===== src/mer_pkg.sv =====
// ----------------------------------------------------------------------------
// mer_pkg
// Shared types, constants and the micro-op store of the ellipse rasteriser.
// ----------------------------------------------------------------------------
`timescale 1ns / 1ps
`default_nettype none

package mer_pkg;

  localparam int WIDE_W     = 48;
  localparam int TRIG_W     = 16;
  localparam int CFG_DATA_W = 16;
  localparam int CFG_IDX_W  = 3;
  localparam int PC_W       = 6;

  localparam logic signed [TRIG_W-1:0] COS_RESET = 16'sd16384;

  typedef enum logic [CFG_IDX_W-1:0] {
    CFG_CENTER_X   = 3'd0,
    CFG_CENTER_Y   = 3'd1,
    CFG_SEMI_MAJOR = 3'd2,
    CFG_SEMI_MINOR = 3'd3,
    CFG_VERTICAL   = 3'd4,
    CFG_COS_Q      = 3'd5,
    CFG_SIN_Q      = 3'd6
  } cfg_idx_e;

  typedef enum logic [2:0] {
    OA_SMAJ = 3'd0,
    OA_SMIN = 3'd1,
    OA_AA   = 3'd2,
    OA_BB   = 3'd3,
    OA_T1   = 3'd4,
    OA_T2   = 3'd5,
    OA_U    = 3'd6,
    OA_V    = 3'd7
  } opa_e;

  typedef enum logic [2:0] {
    OB_ONE  = 3'd0,
    OB_SMAJ = 3'd1,
    OB_SMIN = 3'd2,
    OB_X    = 3'd3,
    OB_Y    = 3'd4,
    OB_BB   = 3'd5,
    OB_COS  = 3'd6,
    OB_SIN  = 3'd7
  } opb_e;

  typedef enum logic [3:0] {
    D_NONE = 4'd0,
    D_AA   = 4'd1,
    D_BB   = 4'd2,
    D_KAB  = 4'd3,
    D_T1   = 4'd4,
    D_T2   = 4'd5,
    D_DEC  = 4'd6,
    D_DIAG = 4'd7,
    D_AXIS = 4'd8,
    D_SX1  = 4'd9,
    D_SY1  = 4'd10,
    D_SX2  = 4'd11,
    D_SY2  = 4'd12
  } dest_e;

  typedef enum logic [2:0] {
    END_NONE    = 3'd0,
    END_LOAD    = 3'd1,
    END_RESTART = 3'd2,
    END_ADV     = 3'd3,
    END_INIT    = 3'd4,
    END_ROT     = 3'd5
  } seg_end_e;

  localparam logic [PC_W-1:0] LOAD_PC    = 6'd0;
  localparam logic [PC_W-1:0] RESTART_PC = 6'd4;
  localparam logic [PC_W-1:0] ADV_PC     = 6'd13;
  localparam logic [PC_W-1:0] INIT_PC    = 6'd15;
  localparam logic [PC_W-1:0] ROT_PC     = 6'd30;

  typedef struct packed {
    opa_e       a_sel;
    opb_e       b_sel;
    logic       clr;
    logic       neg;
    logic [1:0] sh;
    dest_e      dest;
    seg_end_e   fin;
  } uop_t;

  typedef struct packed {
    logic       mul_en;
    logic       acc_en;
    logic       clr;
    logic       neg;
    logic [1:0] sh;
  } mac_ctrl_t;

  function automatic uop_t mk_uop(input opa_e a, input opb_e b, input logic clr,
                                  input logic neg, input logic [1:0] sh,
                                  input dest_e dest, input seg_end_e fin);
    uop_t u;
    u.a_sel = a;
    u.b_sel = b;
    u.clr   = clr;
    u.neg   = neg;
    u.sh    = sh;
    u.dest  = dest;
    u.fin   = fin;
    return u;
  endfunction

  // acc = (clr ? 0 : acc) +/- (A * B) << sh
  function automatic uop_t mer_uop(input logic [PC_W-1:0] pc);
    uop_t u;
    unique case (pc)
      // squares and 8*(aa + bb)
      6'd0:  u = mk_uop(OA_SMAJ, OB_SMAJ, 1'b1, 1'b0, 2'd0, D_AA,   END_NONE);
      6'd1:  u = mk_uop(OA_SMIN, OB_SMIN, 1'b1, 1'b0, 2'd0, D_BB,   END_NONE);
      6'd2:  u = mk_uop(OA_BB,   OB_ONE,  1'b1, 1'b0, 2'd3, D_NONE, END_NONE);
      6'd3:  u = mk_uop(OA_AA,   OB_ONE,  1'b0, 1'b0, 2'd3, D_KAB,  END_LOAD);
      // region one start terms
      6'd4:  u = mk_uop(OA_BB,   OB_ONE,  1'b1, 1'b0, 2'd2, D_NONE, END_NONE);
      6'd5:  u = mk_uop(OA_AA,   OB_ONE,  1'b0, 1'b0, 2'd0, D_NONE, END_NONE);
      6'd6:  u = mk_uop(OA_AA,   OB_SMIN, 1'b0, 1'b1, 2'd2, D_DEC,  END_NONE);
      6'd7:  u = mk_uop(OA_AA,   OB_ONE,  1'b1, 1'b0, 2'd3, D_NONE, END_NONE);
      6'd8:  u = mk_uop(OA_BB,   OB_ONE,  1'b0, 1'b0, 2'd3, D_NONE, END_NONE);
      6'd9:  u = mk_uop(OA_BB,   OB_ONE,  1'b0, 1'b0, 2'd2, D_NONE, END_NONE);
      6'd10: u = mk_uop(OA_AA,   OB_SMIN, 1'b0, 1'b1, 2'd3, D_DIAG, END_NONE);
      6'd11: u = mk_uop(OA_BB,   OB_ONE,  1'b1, 1'b0, 2'd3, D_NONE, END_NONE);
      6'd12: u = mk_uop(OA_BB,   OB_ONE,  1'b0, 1'b0, 2'd2, D_AXIS, END_RESTART);
      // region test products
      6'd13: u = mk_uop(OA_BB,   OB_X,    1'b1, 1'b0, 2'd0, D_T1,   END_NONE);
      6'd14: u = mk_uop(OA_AA,   OB_Y,    1'b1, 1'b0, 2'd0, D_T2,   END_ADV);
      // region two start terms
      6'd15: u = mk_uop(OA_T1,   OB_X,    1'b1, 1'b0, 2'd2, D_NONE, END_NONE);
      6'd16: u = mk_uop(OA_T1,   OB_ONE,  1'b0, 1'b0, 2'd2, D_NONE, END_NONE);
      6'd17: u = mk_uop(OA_BB,   OB_ONE,  1'b0, 1'b0, 2'd0, D_NONE, END_NONE);
      6'd18: u = mk_uop(OA_T2,   OB_Y,    1'b0, 1'b0, 2'd2, D_NONE, END_NONE);
      6'd19: u = mk_uop(OA_T2,   OB_ONE,  1'b0, 1'b1, 2'd3, D_NONE, END_NONE);
      6'd20: u = mk_uop(OA_AA,   OB_ONE,  1'b0, 1'b0, 2'd2, D_NONE, END_NONE);
      6'd21: u = mk_uop(OA_AA,   OB_BB,   1'b0, 1'b1, 2'd2, D_DEC,  END_NONE);
      6'd22: u = mk_uop(OA_T1,   OB_ONE,  1'b1, 1'b0, 2'd3, D_NONE, END_NONE);
      6'd23: u = mk_uop(OA_T2,   OB_ONE,  1'b0, 1'b1, 2'd3, D_NONE, END_NONE);
      6'd24: u = mk_uop(OA_BB,   OB_ONE,  1'b0, 1'b0, 2'd3, D_NONE, END_NONE);
      6'd25: u = mk_uop(OA_AA,   OB_ONE,  1'b0, 1'b0, 2'd3, D_NONE, END_NONE);
      6'd26: u = mk_uop(OA_AA,   OB_ONE,  1'b0, 1'b0, 2'd2, D_DIAG, END_NONE);
      6'd27: u = mk_uop(OA_T2,   OB_ONE,  1'b1, 1'b1, 2'd3, D_NONE, END_NONE);
      6'd28: u = mk_uop(OA_AA,   OB_ONE,  1'b0, 1'b0, 2'd3, D_NONE, END_NONE);
      6'd29: u = mk_uop(OA_AA,   OB_ONE,  1'b0, 1'b0, 2'd2, D_AXIS, END_INIT);
      // rotation sums
      6'd30: u = mk_uop(OA_U,    OB_COS,  1'b1, 1'b0, 2'd0, D_NONE, END_NONE);
      6'd31: u = mk_uop(OA_V,    OB_SIN,  1'b0, 1'b1, 2'd0, D_SX1,  END_NONE);
      6'd32: u = mk_uop(OA_U,    OB_SIN,  1'b1, 1'b0, 2'd0, D_NONE, END_NONE);
      6'd33: u = mk_uop(OA_V,    OB_COS,  1'b0, 1'b0, 2'd0, D_SY1,  END_NONE);
      6'd34: u = mk_uop(OA_U,    OB_COS,  1'b1, 1'b1, 2'd0, D_NONE, END_NONE);
      6'd35: u = mk_uop(OA_V,    OB_SIN,  1'b0, 1'b1, 2'd0, D_SX2,  END_NONE);
      6'd36: u = mk_uop(OA_U,    OB_SIN,  1'b1, 1'b1, 2'd0, D_NONE, END_NONE);
      6'd37: u = mk_uop(OA_V,    OB_COS,  1'b0, 1'b0, 2'd0, D_SY2,  END_ROT);
      default: u = mk_uop(OA_AA, OB_ONE,  1'b0, 1'b0, 2'd0, D_NONE, END_ROT);
    endcase
    return u;
  endfunction

endpackage

`default_nettype wire


===== src/mer_if.sv =====
// ----------------------------------------------------------------------------
// mer_in_if / mer_out_if
// Valid/ready channels for step requests and plotted pixels.
// ----------------------------------------------------------------------------
`timescale 1ns / 1ps
`default_nettype none

interface mer_in_if;
  logic valid;
  logic ready;
  logic restart;

  modport source (output valid, output restart, input ready);
  modport sink   (input valid, input restart, output ready);
endinterface

interface mer_out_if #(
  parameter int PIX_W = 14
);
  logic                    valid;
  logic                    ready;
  logic signed [PIX_W-1:0] pixel_x;
  logic signed [PIX_W-1:0] pixel_y;
  logic                    last_of_step;
  logic                    outline_done;

  modport source (output valid, output pixel_x, output pixel_y, output last_of_step,
                  output outline_done, input ready);
  modport sink   (input valid, input pixel_x, input pixel_y, input last_of_step,
                  input outline_done, output ready);
endinterface

`default_nettype wire


===== src/mer_mac.sv =====
// ----------------------------------------------------------------------------
// mer_mac
// Shared multiply-accumulate unit: registered signed product, then a
// shifted, optionally negated add into a 48-bit wrapping accumulator.
// ----------------------------------------------------------------------------
`timescale 1ns / 1ps
`default_nettype none

module mer_mac #(
  parameter int A_W = 34,
  parameter int B_W = 23
) (
  input  logic                          clk_i,
  input  mer_pkg::mac_ctrl_t            ctrl_i,
  input  logic [A_W-1:0]                op_a_i,
  input  logic signed [B_W-1:0]         op_b_i,
  output logic [mer_pkg::WIDE_W-1:0]    sum_o
);
  import mer_pkg::*;

  localparam int P_W = A_W + 1 + B_W;

  logic signed [P_W-1:0] prod;
  logic [WIDE_W-1:0]     prod_q;
  logic [WIDE_W-1:0]     acc_q;
  logic [WIDE_W-1:0]     shifted;
  logic [WIDE_W-1:0]     term;
  logic [WIDE_W-1:0]     base;

  assign prod    = $signed({1'b0, op_a_i}) * op_b_i;
  assign shifted = prod_q << ctrl_i.sh;
  assign term    = ctrl_i.neg ? (~shifted + WIDE_W'(1)) : shifted;
  assign base    = ctrl_i.clr ? '0 : acc_q;
  assign sum_o   = base + term;

  always_ff @(posedge clk_i) begin
    if (ctrl_i.mul_en) begin
      prod_q <= WIDE_W'(prod);
    end
    if (ctrl_i.acc_en) begin
      acc_q <= sum_o;
    end
  end

endmodule

`default_nettype wire


===== src/midpoint_ellipse_rasterizer_unit.sv =====
// ----------------------------------------------------------------------------
// midpoint_ellipse_rasterizer_unit
// Midpoint ellipse outline stepper with fixed-point rotation; each step
// transfer that restarts or advances an outline yields four symmetric pixels.
// ----------------------------------------------------------------------------
// Every arithmetic term goes through one multiply-accumulate unit; each micro-op
// passes a multiply state, then an accumulate state. Restart: 21 micro-ops, then
// 4 pixels. Advance: 14 micro-ops plus test and step, plus the region-two start
// terms on the step that enters region two, then 4 pixels. One step request at a time.
// Reset: asynchronous, active low; no outline active, centre and axes zero,
// cosine 1.0, sine 0.
`timescale 1ns / 1ps
`default_nettype none

module midpoint_ellipse_rasterizer_unit #(
  parameter int COORD_BITS = 12,
  parameter int FRAC_BITS  = 14
) (
  input  logic                            clk_i,
  input  logic                            rst_ni,
  input  logic                            cfg_we_i,
  input  logic [mer_pkg::CFG_IDX_W-1:0]   cfg_idx_i,
  input  logic [mer_pkg::CFG_DATA_W-1:0]  cfg_data_i,
  mer_in_if.sink                          item_i,
  mer_out_if.source                       pixel_o
);
  import mer_pkg::*;

  localparam int AX_W  = COORD_BITS - 1;
  localparam int SQ_W  = 2 * AX_W;
  localparam int KAB_W = SQ_W + 4;
  localparam int A_W   = SQ_W + COORD_BITS;
  localparam int B_W   = ((SQ_W > TRIG_W) ? SQ_W : TRIG_W) + 1;
  localparam int SUM_W = COORD_BITS + TRIG_W + 1;
  localparam int PIX_W = COORD_BITS + 2;

  typedef enum logic [5:0] {
    S_IDLE = 6'b000001,
    S_MUL  = 6'b000010,
    S_ACC  = 6'b000100,
    S_TEST = 6'b001000,
    S_STEP = 6'b010000,
    S_EMIT = 6'b100000
  } state_e;

  // configuration
  logic [COORD_BITS-1:0]    cx_q, cy_q;
  logic [AX_W-1:0]          smaj_q, smin_q;
  logic                     vert_q;
  logic signed [TRIG_W-1:0] cos_q, sin_q;

  // control
  state_e             state_q, state_d;
  logic [PC_W-1:0]    pc_q, pc_d;
  logic               region2_q, region2_d;
  logic               active_q, active_d;
  logic [1:0]         emit_k_q, emit_k_d;
  logic               out_valid_q, out_valid_d;

  // payload
  logic                    restart_q, restart_d;
  logic [SQ_W-1:0]         aa_q, aa_d, bb_q, bb_d;
  logic [KAB_W-1:0]        kab_q, kab_d;
  logic [A_W-1:0]          t1_q, t1_d, t2_q, t2_d;
  logic [WIDE_W-1:0]       dec_q, dec_d, diag_q, diag_d, axis_q, axis_d;
  logic signed [SUM_W-1:0] sx1_q, sx1_d, sy1_q, sy1_d, sx2_q, sx2_d, sy2_q, sy2_d;
  logic [COORD_BITS-1:0]   x_q, x_d, y_q, y_d;
  logic [PIX_W-1:0]        px_q, px_d, py_q, py_d;
  logic                    last_q, last_d, done_q, done_d;

  uop_t                    cur_uop;
  mac_ctrl_t               mac_ctrl;
  logic [A_W-1:0]          op_a;
  logic signed [B_W-1:0]   op_b;
  logic [WIDE_W-1:0]       acc_sum;
  logic [COORD_BITS-1:0]   u_pt, v_pt;
  logic                    in_xfer;
  logic                    out_free;
  logic [KAB_W-1:0]        aa8, bb8;
  logic signed [SUM_W-1:0] sx_sel, sy_sel;

  function automatic logic [PIX_W-1:0] place(input logic [COORD_BITS-1:0] c,
                                             input logic signed [SUM_W-1:0] s,
                                             input logic minus);
    logic signed [SUM_W-1:0] fl;
    logic [PIX_W-1:0]        addend;
    logic                    corr;
    fl     = s >>> FRAC_BITS;
    // floor plus one for a negative sum with fraction: truncation toward zero
    corr   = s[SUM_W-1] && (s[FRAC_BITS-1:0] != '0);
    addend = minus ? ~fl[PIX_W-1:0] : fl[PIX_W-1:0];
    return PIX_W'(c) + addend + PIX_W'(minus ^ corr);
  endfunction

  assign cur_uop  = mer_uop(pc_q);
  assign u_pt     = vert_q ? y_q : x_q;
  assign v_pt     = vert_q ? x_q : y_q;
  assign in_xfer  = item_i.valid && item_i.ready;
  assign out_free = !out_valid_q || pixel_o.ready;
  assign aa8      = KAB_W'(aa_q) << 3;
  assign bb8      = KAB_W'(bb_q) << 3;
  assign sx_sel   = emit_k_q[1] ? sx2_q : sx1_q;
  assign sy_sel   = emit_k_q[1] ? sy2_q : sy1_q;

  assign item_i.ready         = (state_q == S_IDLE);
  assign pixel_o.valid        = out_valid_q;
  assign pixel_o.pixel_x      = px_q;
  assign pixel_o.pixel_y      = py_q;
  assign pixel_o.last_of_step = last_q;
  assign pixel_o.outline_done = done_q;

  always_comb begin
    unique case (cur_uop.a_sel)
      OA_SMAJ: op_a = A_W'(smaj_q);
      OA_SMIN: op_a = A_W'(smin_q);
      OA_AA:   op_a = A_W'(aa_q);
      OA_BB:   op_a = A_W'(bb_q);
      OA_T1:   op_a = t1_q;
      OA_T2:   op_a = t2_q;
      OA_U:    op_a = A_W'(u_pt);
      OA_V:    op_a = A_W'(v_pt);
      default: op_a = '0;
    endcase
    unique case (cur_uop.b_sel)
      OB_ONE:  op_b = B_W'(1);
      OB_SMAJ: op_b = B_W'(smaj_q);
      OB_SMIN: op_b = B_W'(smin_q);
      OB_X:    op_b = B_W'(x_q);
      OB_Y:    op_b = B_W'(y_q);
      OB_BB:   op_b = B_W'(bb_q);
      OB_COS:  op_b = B_W'(cos_q);
      OB_SIN:  op_b = B_W'(sin_q);
      default: op_b = '0;
    endcase
  end

  assign mac_ctrl.mul_en = (state_q == S_MUL);
  assign mac_ctrl.acc_en = (state_q == S_ACC);
  assign mac_ctrl.clr    = cur_uop.clr;
  assign mac_ctrl.neg    = cur_uop.neg;
  assign mac_ctrl.sh     = cur_uop.sh;

  mer_mac #(
    .A_W (A_W),
    .B_W (B_W)
  ) u_mac (
    .clk_i  (clk_i),
    .ctrl_i (mac_ctrl),
    .op_a_i (op_a),
    .op_b_i (op_b),
    .sum_o  (acc_sum)
  );

  always_comb begin
    state_d     = state_q;
    pc_d        = pc_q;
    region2_d   = region2_q;
    active_d    = active_q;
    emit_k_d    = emit_k_q;
    out_valid_d = out_valid_q && !pixel_o.ready;
    restart_d   = restart_q;
    aa_d        = aa_q;
    bb_d        = bb_q;
    kab_d       = kab_q;
    t1_d        = t1_q;
    t2_d        = t2_q;
    dec_d       = dec_q;
    diag_d      = diag_q;
    axis_d      = axis_q;
    sx1_d       = sx1_q;
    sy1_d       = sy1_q;
    sx2_d       = sx2_q;
    sy2_d       = sy2_q;
    x_d         = x_q;
    y_d         = y_q;
    px_d        = px_q;
    py_d        = py_q;
    last_d      = last_q;
    done_d      = done_q;

    unique case (state_q)
      S_IDLE: begin
        if (in_xfer) begin
          if (item_i.restart) begin
            active_d = 1'b0;
            if ((smaj_q != '0) || (smin_q != '0)) begin
              restart_d = 1'b1;
              pc_d      = LOAD_PC;
              state_d   = S_MUL;
            end
          end else if (active_q) begin
            restart_d = 1'b0;
            pc_d      = LOAD_PC;
            state_d   = S_MUL;
          end
        end
      end
      S_MUL: begin
        state_d = S_ACC;
      end
      S_ACC: begin
        unique case (cur_uop.dest)
          D_NONE: ;
          D_AA:   aa_d   = acc_sum[SQ_W-1:0];
          D_BB:   bb_d   = acc_sum[SQ_W-1:0];
          D_KAB:  kab_d  = acc_sum[KAB_W-1:0];
          D_T1:   t1_d   = acc_sum[A_W-1:0];
          D_T2:   t2_d   = acc_sum[A_W-1:0];
          D_DEC:  dec_d  = acc_sum;
          D_DIAG: diag_d = acc_sum;
          D_AXIS: axis_d = acc_sum;
          D_SX1:  sx1_d  = acc_sum[SUM_W-1:0];
          D_SY1:  sy1_d  = acc_sum[SUM_W-1:0];
          D_SX2:  sx2_d  = acc_sum[SUM_W-1:0];
          D_SY2:  sy2_d  = acc_sum[SUM_W-1:0];
          default: ;
        endcase
        unique case (cur_uop.fin)
          END_NONE: begin
            pc_d    = pc_q + 1'b1;
            state_d = S_MUL;
          end
          END_LOAD: begin
            pc_d    = restart_q ? RESTART_PC : ADV_PC;
            state_d = S_MUL;
          end
          END_RESTART: begin
            x_d       = '0;
            y_d       = COORD_BITS'(smin_q);
            region2_d = 1'b0;
            active_d  = 1'b1;
            pc_d      = ROT_PC;
            state_d   = S_MUL;
          end
          END_ADV: begin
            state_d = S_TEST;
          end
          END_INIT: begin
            region2_d = 1'b1;
            state_d   = S_STEP;
          end
          END_ROT: begin
            emit_k_d = '0;
            state_d  = S_EMIT;
          end
          default: state_d = S_IDLE;
        endcase
      end
      S_TEST: begin
        if (!region2_q && (t1_q > t2_q)) begin
          pc_d    = INIT_PC;
          state_d = S_MUL;
        end else begin
          state_d = S_STEP;
        end
      end
      S_STEP: begin
        if (!region2_q) begin
          x_d = x_q + 1'b1;
          if (!dec_q[WIDE_W-1]) begin
            y_d    = y_q - 1'b1;
            dec_d  = dec_q + diag_q;
            diag_d = diag_q + WIDE_W'(kab_q);
          end else begin
            dec_d  = dec_q + axis_q;
            diag_d = diag_q + WIDE_W'(bb8);
          end
          axis_d = axis_q + WIDE_W'(bb8);
        end else begin
          y_d = y_q - 1'b1;
          if (dec_q[WIDE_W-1] || (dec_q == '0)) begin
            x_d    = x_q + 1'b1;
            dec_d  = dec_q + diag_q;
            diag_d = diag_q + WIDE_W'(kab_q);
          end else begin
            dec_d  = dec_q + axis_q;
            diag_d = diag_q + WIDE_W'(aa8);
          end
          axis_d = axis_q + WIDE_W'(aa8);
        end
        pc_d    = ROT_PC;
        state_d = S_MUL;
      end
      S_EMIT: begin
        if (out_free) begin
          out_valid_d = 1'b1;
          px_d        = place(cx_q, sx_sel, emit_k_q[0]);
          py_d        = place(cy_q, sy_sel, emit_k_q[0]);
          last_d      = (emit_k_q == 2'd3);
          done_d      = (y_q == '0);
          emit_k_d    = emit_k_q + 1'b1;
          if (emit_k_q == 2'd3) begin
            state_d = S_IDLE;
            if (y_q == '0) begin
              active_d = 1'b0;
            end
          end
        end
      end
      default: state_d = S_IDLE;
    endcase
  end

  always_ff @(posedge clk_i or negedge rst_ni) begin
    if (!rst_ni) begin
      cx_q   <= '0;
      cy_q   <= '0;
      smaj_q <= '0;
      smin_q <= '0;
      vert_q <= 1'b0;
      cos_q  <= COS_RESET;
      sin_q  <= '0;
    end else if (cfg_we_i) begin
      unique case (cfg_idx_i)
        CFG_CENTER_X:   cx_q   <= cfg_data_i[COORD_BITS-1:0];
        CFG_CENTER_Y:   cy_q   <= cfg_data_i[COORD_BITS-1:0];
        CFG_SEMI_MAJOR: smaj_q <= cfg_data_i[AX_W-1:0];
        CFG_SEMI_MINOR: smin_q <= cfg_data_i[AX_W-1:0];
        CFG_VERTICAL:   vert_q <= cfg_data_i[0];
        CFG_COS_Q:      cos_q  <= cfg_data_i[TRIG_W-1:0];
        CFG_SIN_Q:      sin_q  <= cfg_data_i[TRIG_W-1:0];
        default: ;
      endcase
    end
  end

  always_ff @(posedge clk_i or negedge rst_ni) begin
    if (!rst_ni) begin
      state_q     <= S_IDLE;
      pc_q        <= '0;
      region2_q   <= 1'b0;
      active_q    <= 1'b0;
      emit_k_q    <= '0;
      out_valid_q <= 1'b0;
    end else begin
      state_q     <= state_d;
      pc_q        <= pc_d;
      region2_q   <= region2_d;
      active_q    <= active_d;
      emit_k_q    <= emit_k_d;
      out_valid_q <= out_valid_d;
    end
  end

  always_ff @(posedge clk_i) begin
    restart_q <= restart_d;
    aa_q      <= aa_d;
    bb_q      <= bb_d;
    kab_q     <= kab_d;
    t1_q      <= t1_d;
    t2_q      <= t2_d;
    dec_q     <= dec_d;
    diag_q    <= diag_d;
    axis_q    <= axis_d;
    sx1_q     <= sx1_d;
    sy1_q     <= sy1_d;
    sx2_q     <= sx2_d;
    sy2_q     <= sy2_d;
    x_q       <= x_d;
    y_q       <= y_d;
    px_q      <= px_d;
    py_q      <= py_d;
    last_q    <= last_d;
    done_q    <= done_d;
  end

  a_idle_no_pending_pixel : assert property (
    @(posedge clk_i) disable iff (!rst_ni)
    (state_q == S_IDLE) |-> (emit_k_q == '0)
  ) else $error("pixel counter not at zero while idle");

  a_finished_outline_inactive : assert property (
    @(posedge clk_i) disable iff (!rst_ni)
    (state_q == S_IDLE) |-> !(active_q && (y_q == '0))
  ) else $error("outline still active after reaching y = 0");

  a_region_cleared_on_restart : assert property (
    @(posedge clk_i) disable iff (!rst_ni)
    $fell(region2_q) |-> $past(state_q == S_ACC && cur_uop.fin == END_RESTART)
  ) else $error("region two left without a restart");

  a_step_needs_outline : assert property (
    @(posedge clk_i) disable iff (!rst_ni)
    (state_q == S_STEP) |-> active_q
  ) else $error("midpoint step taken with no active outline");

endmodule

`default_nettype wire

===== src/flat_wrapper.sv =====
// flat-port wrapper written by rule: the top's interface ports become plain ports
module midpoint_ellipse_rasterizer_unit_flat import mer_pkg::*;
#(
  parameter int COORD_BITS = 12,
  parameter int FRAC_BITS  = 14
)
  (clk_i, rst_ni, cfg_we_i, cfg_idx_i, cfg_data_i, item_i_valid, item_i_restart, item_i_ready, pixel_o_valid, pixel_o_pixel_x, pixel_o_pixel_y, pixel_o_last_of_step, pixel_o_outline_done, pixel_o_ready);
  mer_in_if item_i_i ();
  mer_out_if pixel_o_i ();
  input  logic clk_i;
  input  logic rst_ni;
  input  logic cfg_we_i;
  input  logic [mer_pkg::CFG_IDX_W-1:0] cfg_idx_i;
  input  logic [mer_pkg::CFG_DATA_W-1:0] cfg_data_i;
  input wire logic [$bits(item_i_i.valid)-1:0] item_i_valid;
  input wire logic [$bits(item_i_i.restart)-1:0] item_i_restart;
  output wire logic [$bits(item_i_i.ready)-1:0] item_i_ready;
  output wire logic [$bits(pixel_o_i.valid)-1:0] pixel_o_valid;
  output wire logic [$bits(pixel_o_i.pixel_x)-1:0] pixel_o_pixel_x;
  output wire logic [$bits(pixel_o_i.pixel_y)-1:0] pixel_o_pixel_y;
  output wire logic [$bits(pixel_o_i.last_of_step)-1:0] pixel_o_last_of_step;
  output wire logic [$bits(pixel_o_i.outline_done)-1:0] pixel_o_outline_done;
  input wire logic [$bits(pixel_o_i.ready)-1:0] pixel_o_ready;
  assign item_i_i.valid = item_i_valid;
  assign item_i_i.restart = item_i_restart;
  assign item_i_ready = item_i_i.ready;
  assign pixel_o_valid = pixel_o_i.valid;
  assign pixel_o_pixel_x = pixel_o_i.pixel_x;
  assign pixel_o_pixel_y = pixel_o_i.pixel_y;
  assign pixel_o_last_of_step = pixel_o_i.last_of_step;
  assign pixel_o_outline_done = pixel_o_i.outline_done;
  assign pixel_o_i.ready = pixel_o_ready;
  midpoint_ellipse_rasterizer_unit #(.COORD_BITS(COORD_BITS), .FRAC_BITS(FRAC_BITS)) u_core (.clk_i(clk_i), .rst_ni(rst_ni), .cfg_we_i(cfg_we_i), .cfg_idx_i(cfg_idx_i), .cfg_data_i(cfg_data_i), .item_i(item_i_i), .pixel_o(pixel_o_i));
endmodule

===== config.mk =====
export PLATFORM = sky130hd
export DESIGN_NAME = midpoint_ellipse_rasterizer_unit_flat
export DESIGN_NICKNAME = d
export VERILOG_FILES = /design/src/mer_pkg.sv /design/src/mer_if.sv /design/src/mer_mac.sv /design/src/midpoint_ellipse_rasterizer_unit.sv /design/src/flat_wrapper.sv
export SDC_FILE = /design/constraint.sdc
export NUM_CORES = 2
export LEC_CHECK = 0
export BUFFER_PORTS_ARGS = -buffer_cell sky130_fd_sc_hd__buf_4
export CAP_MARGIN = 10
export CORE_UTILIZATION = 50
export CTS_BUF_LIST = sky130_fd_sc_hd__clkbuf_4
export CTS_CLUSTER_SIZE = 12
export DETAILED_ROUTE_END_ITERATION = 8
export GPL_ROUTABILITY_DRIVEN = 0
export PLACE_DENSITY = 0.65
export SYNTH_ARGS = -nofsm -noshare
export SYNTH_HDL_FRONTEND = slang
export SYNTH_SLANG_ARGS = --single-unit

===== constraint.sdc =====
create_clock -name clk_i -period 22.5 [get_ports clk_i]
set_input_delay 3.375 -clock clk_i [delete_from_list [all_inputs] [get_ports clk_i]]
set_output_delay 3.375 -clock clk_i [all_outputs]
set_load 0.03 [all_outputs]

==> results.md <==
* Outcome: completed
* Ys flop type: edfxtp_1
* Warnings, synthesis at 0
* DRT Pass-1 Iters at 8
* H-tree depth at 4
* DP Worst Slack at 10510 ps
* First-pass GRT wire length at 324000 µm
* Crit path DAT at 13190 ps
* Number of post-CTS setup repair buffers at 0
* Clock Skew at 137 ps
* Post-route ant nets at 0
* Worst rel slew slack at 0.198
* Post-synth top area cell: edfxtp_1
* DRC at 0
* Vias at 55400
* Chip height at 370 µm
* Post-CTS Resized at 0
* Vias in the first global route at 54200
* Yosys cell types at 111
* IO Port Bufs at 56
* DPL Wire Length at 163000 µm
* Final worst setup slack at 10090 ps
* Max Freq at 80.6 MHz
* CTS tree: built
* Avg Cell Area, Syn at 9.34 µm²
* Crit Path Category: flop to flop
* Critical path fanouts, max at 38
* Worst R2R Path Depth at 36
* Initial antenna violation count at 13
* WHS Endpoint: u_core.sin_q[7]$_DFFE_PN0P_
* Core Rows at 134
* 1st-iter DRT viols at 5288
* DR WL/cell at 23.2 µm
* Clk sinks at 645
* Classification of the worst-slack hold path: flop to flop
* Hold Buf Count CTS at 0
* Mapped Nets at 8389
* Chip Width at 370 µm
* Max-Cap Viols at 0
* Via/cell ratio at 5.99
* Synth-to-Final Area Change at 7.46%
* RSZ-0062 raised after global routing: no
* Post-Syn Instances at 7247
* Total grt overflow at 0
* Hold depth at 1
* Sequential-to-total area share from yosys stat at 0.279
* Setup TNS at 0 ps
* Final number of setup-violating endpoints at 0
* WL final at 215000 µm
* R2R Setup Slk at 10090 ps
* Hold Startpoint: u_core.sin_q[7]$_DFFE_PN0P_
* Final period utilization at 0.552
* Post-synth top area share at 0.243
* Startpoint Class: flop
* Worst setup EP type: flop
* Clk slew on worst S/H paths at 70 ps
* Worst-Margin Slew at 1200 ps
* Die area at 137000 µm²
* Clock Root Buffer: clkbuf_4
* Synth area leaders: edfxtp_1 (24%), fa_1 (19%), ha_1 (8.6%), inv_1 (5.4%), nand2_1 (4.7%)
* Share of cells above drive strength 1 at 0.0938
* Nets at 8472
* Most frequent CP cell: fa_1
* I/O pin total at 57
* R2r startpoint: u_core.pc_q[0]$_DFFE_PN0P_
* Largest buffer count on any clock path at 3
* Core region area at 134000 µm²
* Total GRT Usage at 0.313
* Fin. max-slew vios at 0
* CP required at 23280 ps
* Clk_lat worst skew at 1180 ps
* Slowest CP cell: nand3_2
* Clock buffer count from CTS at 177
* Post-layout minimum cycle time at 12410 ps
* Largest net degree at the start of global routing at 125
* Asr flop ratio synth at 0.149
* Max incr delay on CP at 950 ps
* Initial Util at 0.505
* Synth Register Bits at 645
* Synthesized cell area at 67700 µm²
* Post-synth EDFFs at 549
* Final Hold Viols at 0
* Worst r2r dst: u_core.u_mac.prod_q[46]$_DFFE_PP_
stage by stage:
| step | util | hold slack (ps) | instance area, µm² | cells |
|---|---|---|---|---|
| CTS | 0.543 | 506 | 72700 | 9235 |
| detailed placement | 0.526 | 491 | 70500 | 8916 |
| global route | 0.543 | 520 | 72700 | 9241 |
| floorplan | - | 471 | 67700 | 7247 |
| finish | 0.543 | 504 | 72800 | 9248 |
| global placement | 0.526 | 487 | 70500 | 8916 |
layout make-up:
cell class	count	area (µm²)
antenna	10	25.0
clock buffer	248	1860
clock inverter	71	369
fill	12000	61200
inverter	971	3640
multi-input combinational	5335	44200
sequential	645	18900
tap	1768	2210
timing repair buffer	200	1530
sequential cells by signal, summed over array words and instances, names as in the netlist, 34 cells and up:
signal and count:
u_core.u_mac.prod_q 48, u_core.diag_q 48, u_core.t1_q 34, u_core.t2_q 34
u_core.axis_q 48, u_core.dec_q 48, u_core.u_mac.acc_q 48
layer usage:
metal / share of wire / up-vias / routed length (µm) / track usage
met3: 0.092 / 635 / 19700 / 0.0650
met1: 0.39 / 27300 / 83600 / 0.397
met2: 0.46 / 2678 / 99200 / 0.503
li1: - / 24800 / - / -
met5: 0.00029 / - / 63 / 0
met4: 0.056 / 6 / 12100 / 0.165
synth_stat cells, types with 22 or more instances:
cell,number
o31ai_1,31
nor4_1,38
a211oi_1,43
nand2b_1,80
buf_2,29
clkbuf_1,222
xnor2_1,250
a21o_1,177
nand3_1,115
a21oi_1,425
or3_1,30
nor3_1,72
mux2i_1,164
edfxtp_1,549
nand4_1,42
fa_1,650
dfrtp_1,94
o21bai_1,39
inv_1,968
xor2_1,138
ha_1,467
buf_1,30
o211ai_1,29
a21boi_0,22
nor2_1,606
o21a_1,43
a31oi_1,57
and2_1,122
mux2_2,107
and3_1,63
nor2b_1,50
o21ai_0,302
nand2_1,855
critical path, delay by kind of cell (launching register included):
family,cells,cell delay [ps]
AND/OR/NAND/NOR,8,2490
buffers and inverters,7,1330
adder cells (fa/ha/maj),9,3830
multiplexers,1,170
AO/OA/AOI/OAI,11,3560
flip-flops,1,590
worst max path at each step:
stage,from,endpoint,cells past startpoint
floorplan,u_core.pc_q[0]$_DFFE_PN0P_,u_core.u_mac.prod_q[47]$_DFFE_PP_,42
detailed placement,u_core.pc_q[0]$_DFFE_PN0P_,u_core.u_mac.prod_q[46]$_DFFE_PP_,36
CTS,u_core.pc_q[0]$_DFFE_PN0P_,u_core.u_mac.prod_q[46]$_DFFE_PP_,36
finish,u_core.pc_q[0]$_DFFE_PN0P_,u_core.u_mac.prod_q[46]$_DFFE_PP_,36
global route,u_core.pc_q[0]$_DFFE_PN0P_,u_core.u_mac.prod_q[46]$_DFFE_PP_,36
global placement,u_core.pc_q[0]$_DFFE_PN0P_,u_core.u_mac.prod_q[46]$_DFFE_PP_,36
cell usage in the layout (no fill, tap or decap), types with 19 or more instances in the layout:
cell / n
mux2_2: 107
o31ai_1: 26
o21ai_0: 293
o21a_1: 43
mux2i_1: 164
a21boi_0: 22
and3_1: 63
or3_1: 30
nor2b_1: 50
and2_1: 122
nand2_1: 855
o211ai_1: 29
nor2_1: 595
ha_1: 467
buf_4: 197
clkinv_1: 45
xnor2_1: 249
a31oi_1: 55
xor2_1: 136
nand2b_1: 79
nor4_1: 38
inv_1: 968
a211oi_1: 43
nor3_1: 71
a21o_1: 177
a21oi_1: 420
o21bai_1: 39
fa_1: 650
nand3_1: 114
nand4_1: 42
clkbuf_4: 248
edfxtp_1: 549
o22ai_1: 19
dfrtp_1: 94
kinds of logic after synthesis:
group,Yosys count,synth area share
xor gates and xnor gates,391,0.0511
DFF,645,0.279
and+or+nand+nor,2157,0.144
AOI/OAI and AO/OA,1396,0.132
muxes,274,0.0427
buffers and inverters,1267,0.0723
adders and majority gates,1117,0.278
Power is not shown: default switching activity piles up to over one toggle a cycle in this logic, so the estimate is an artifact.
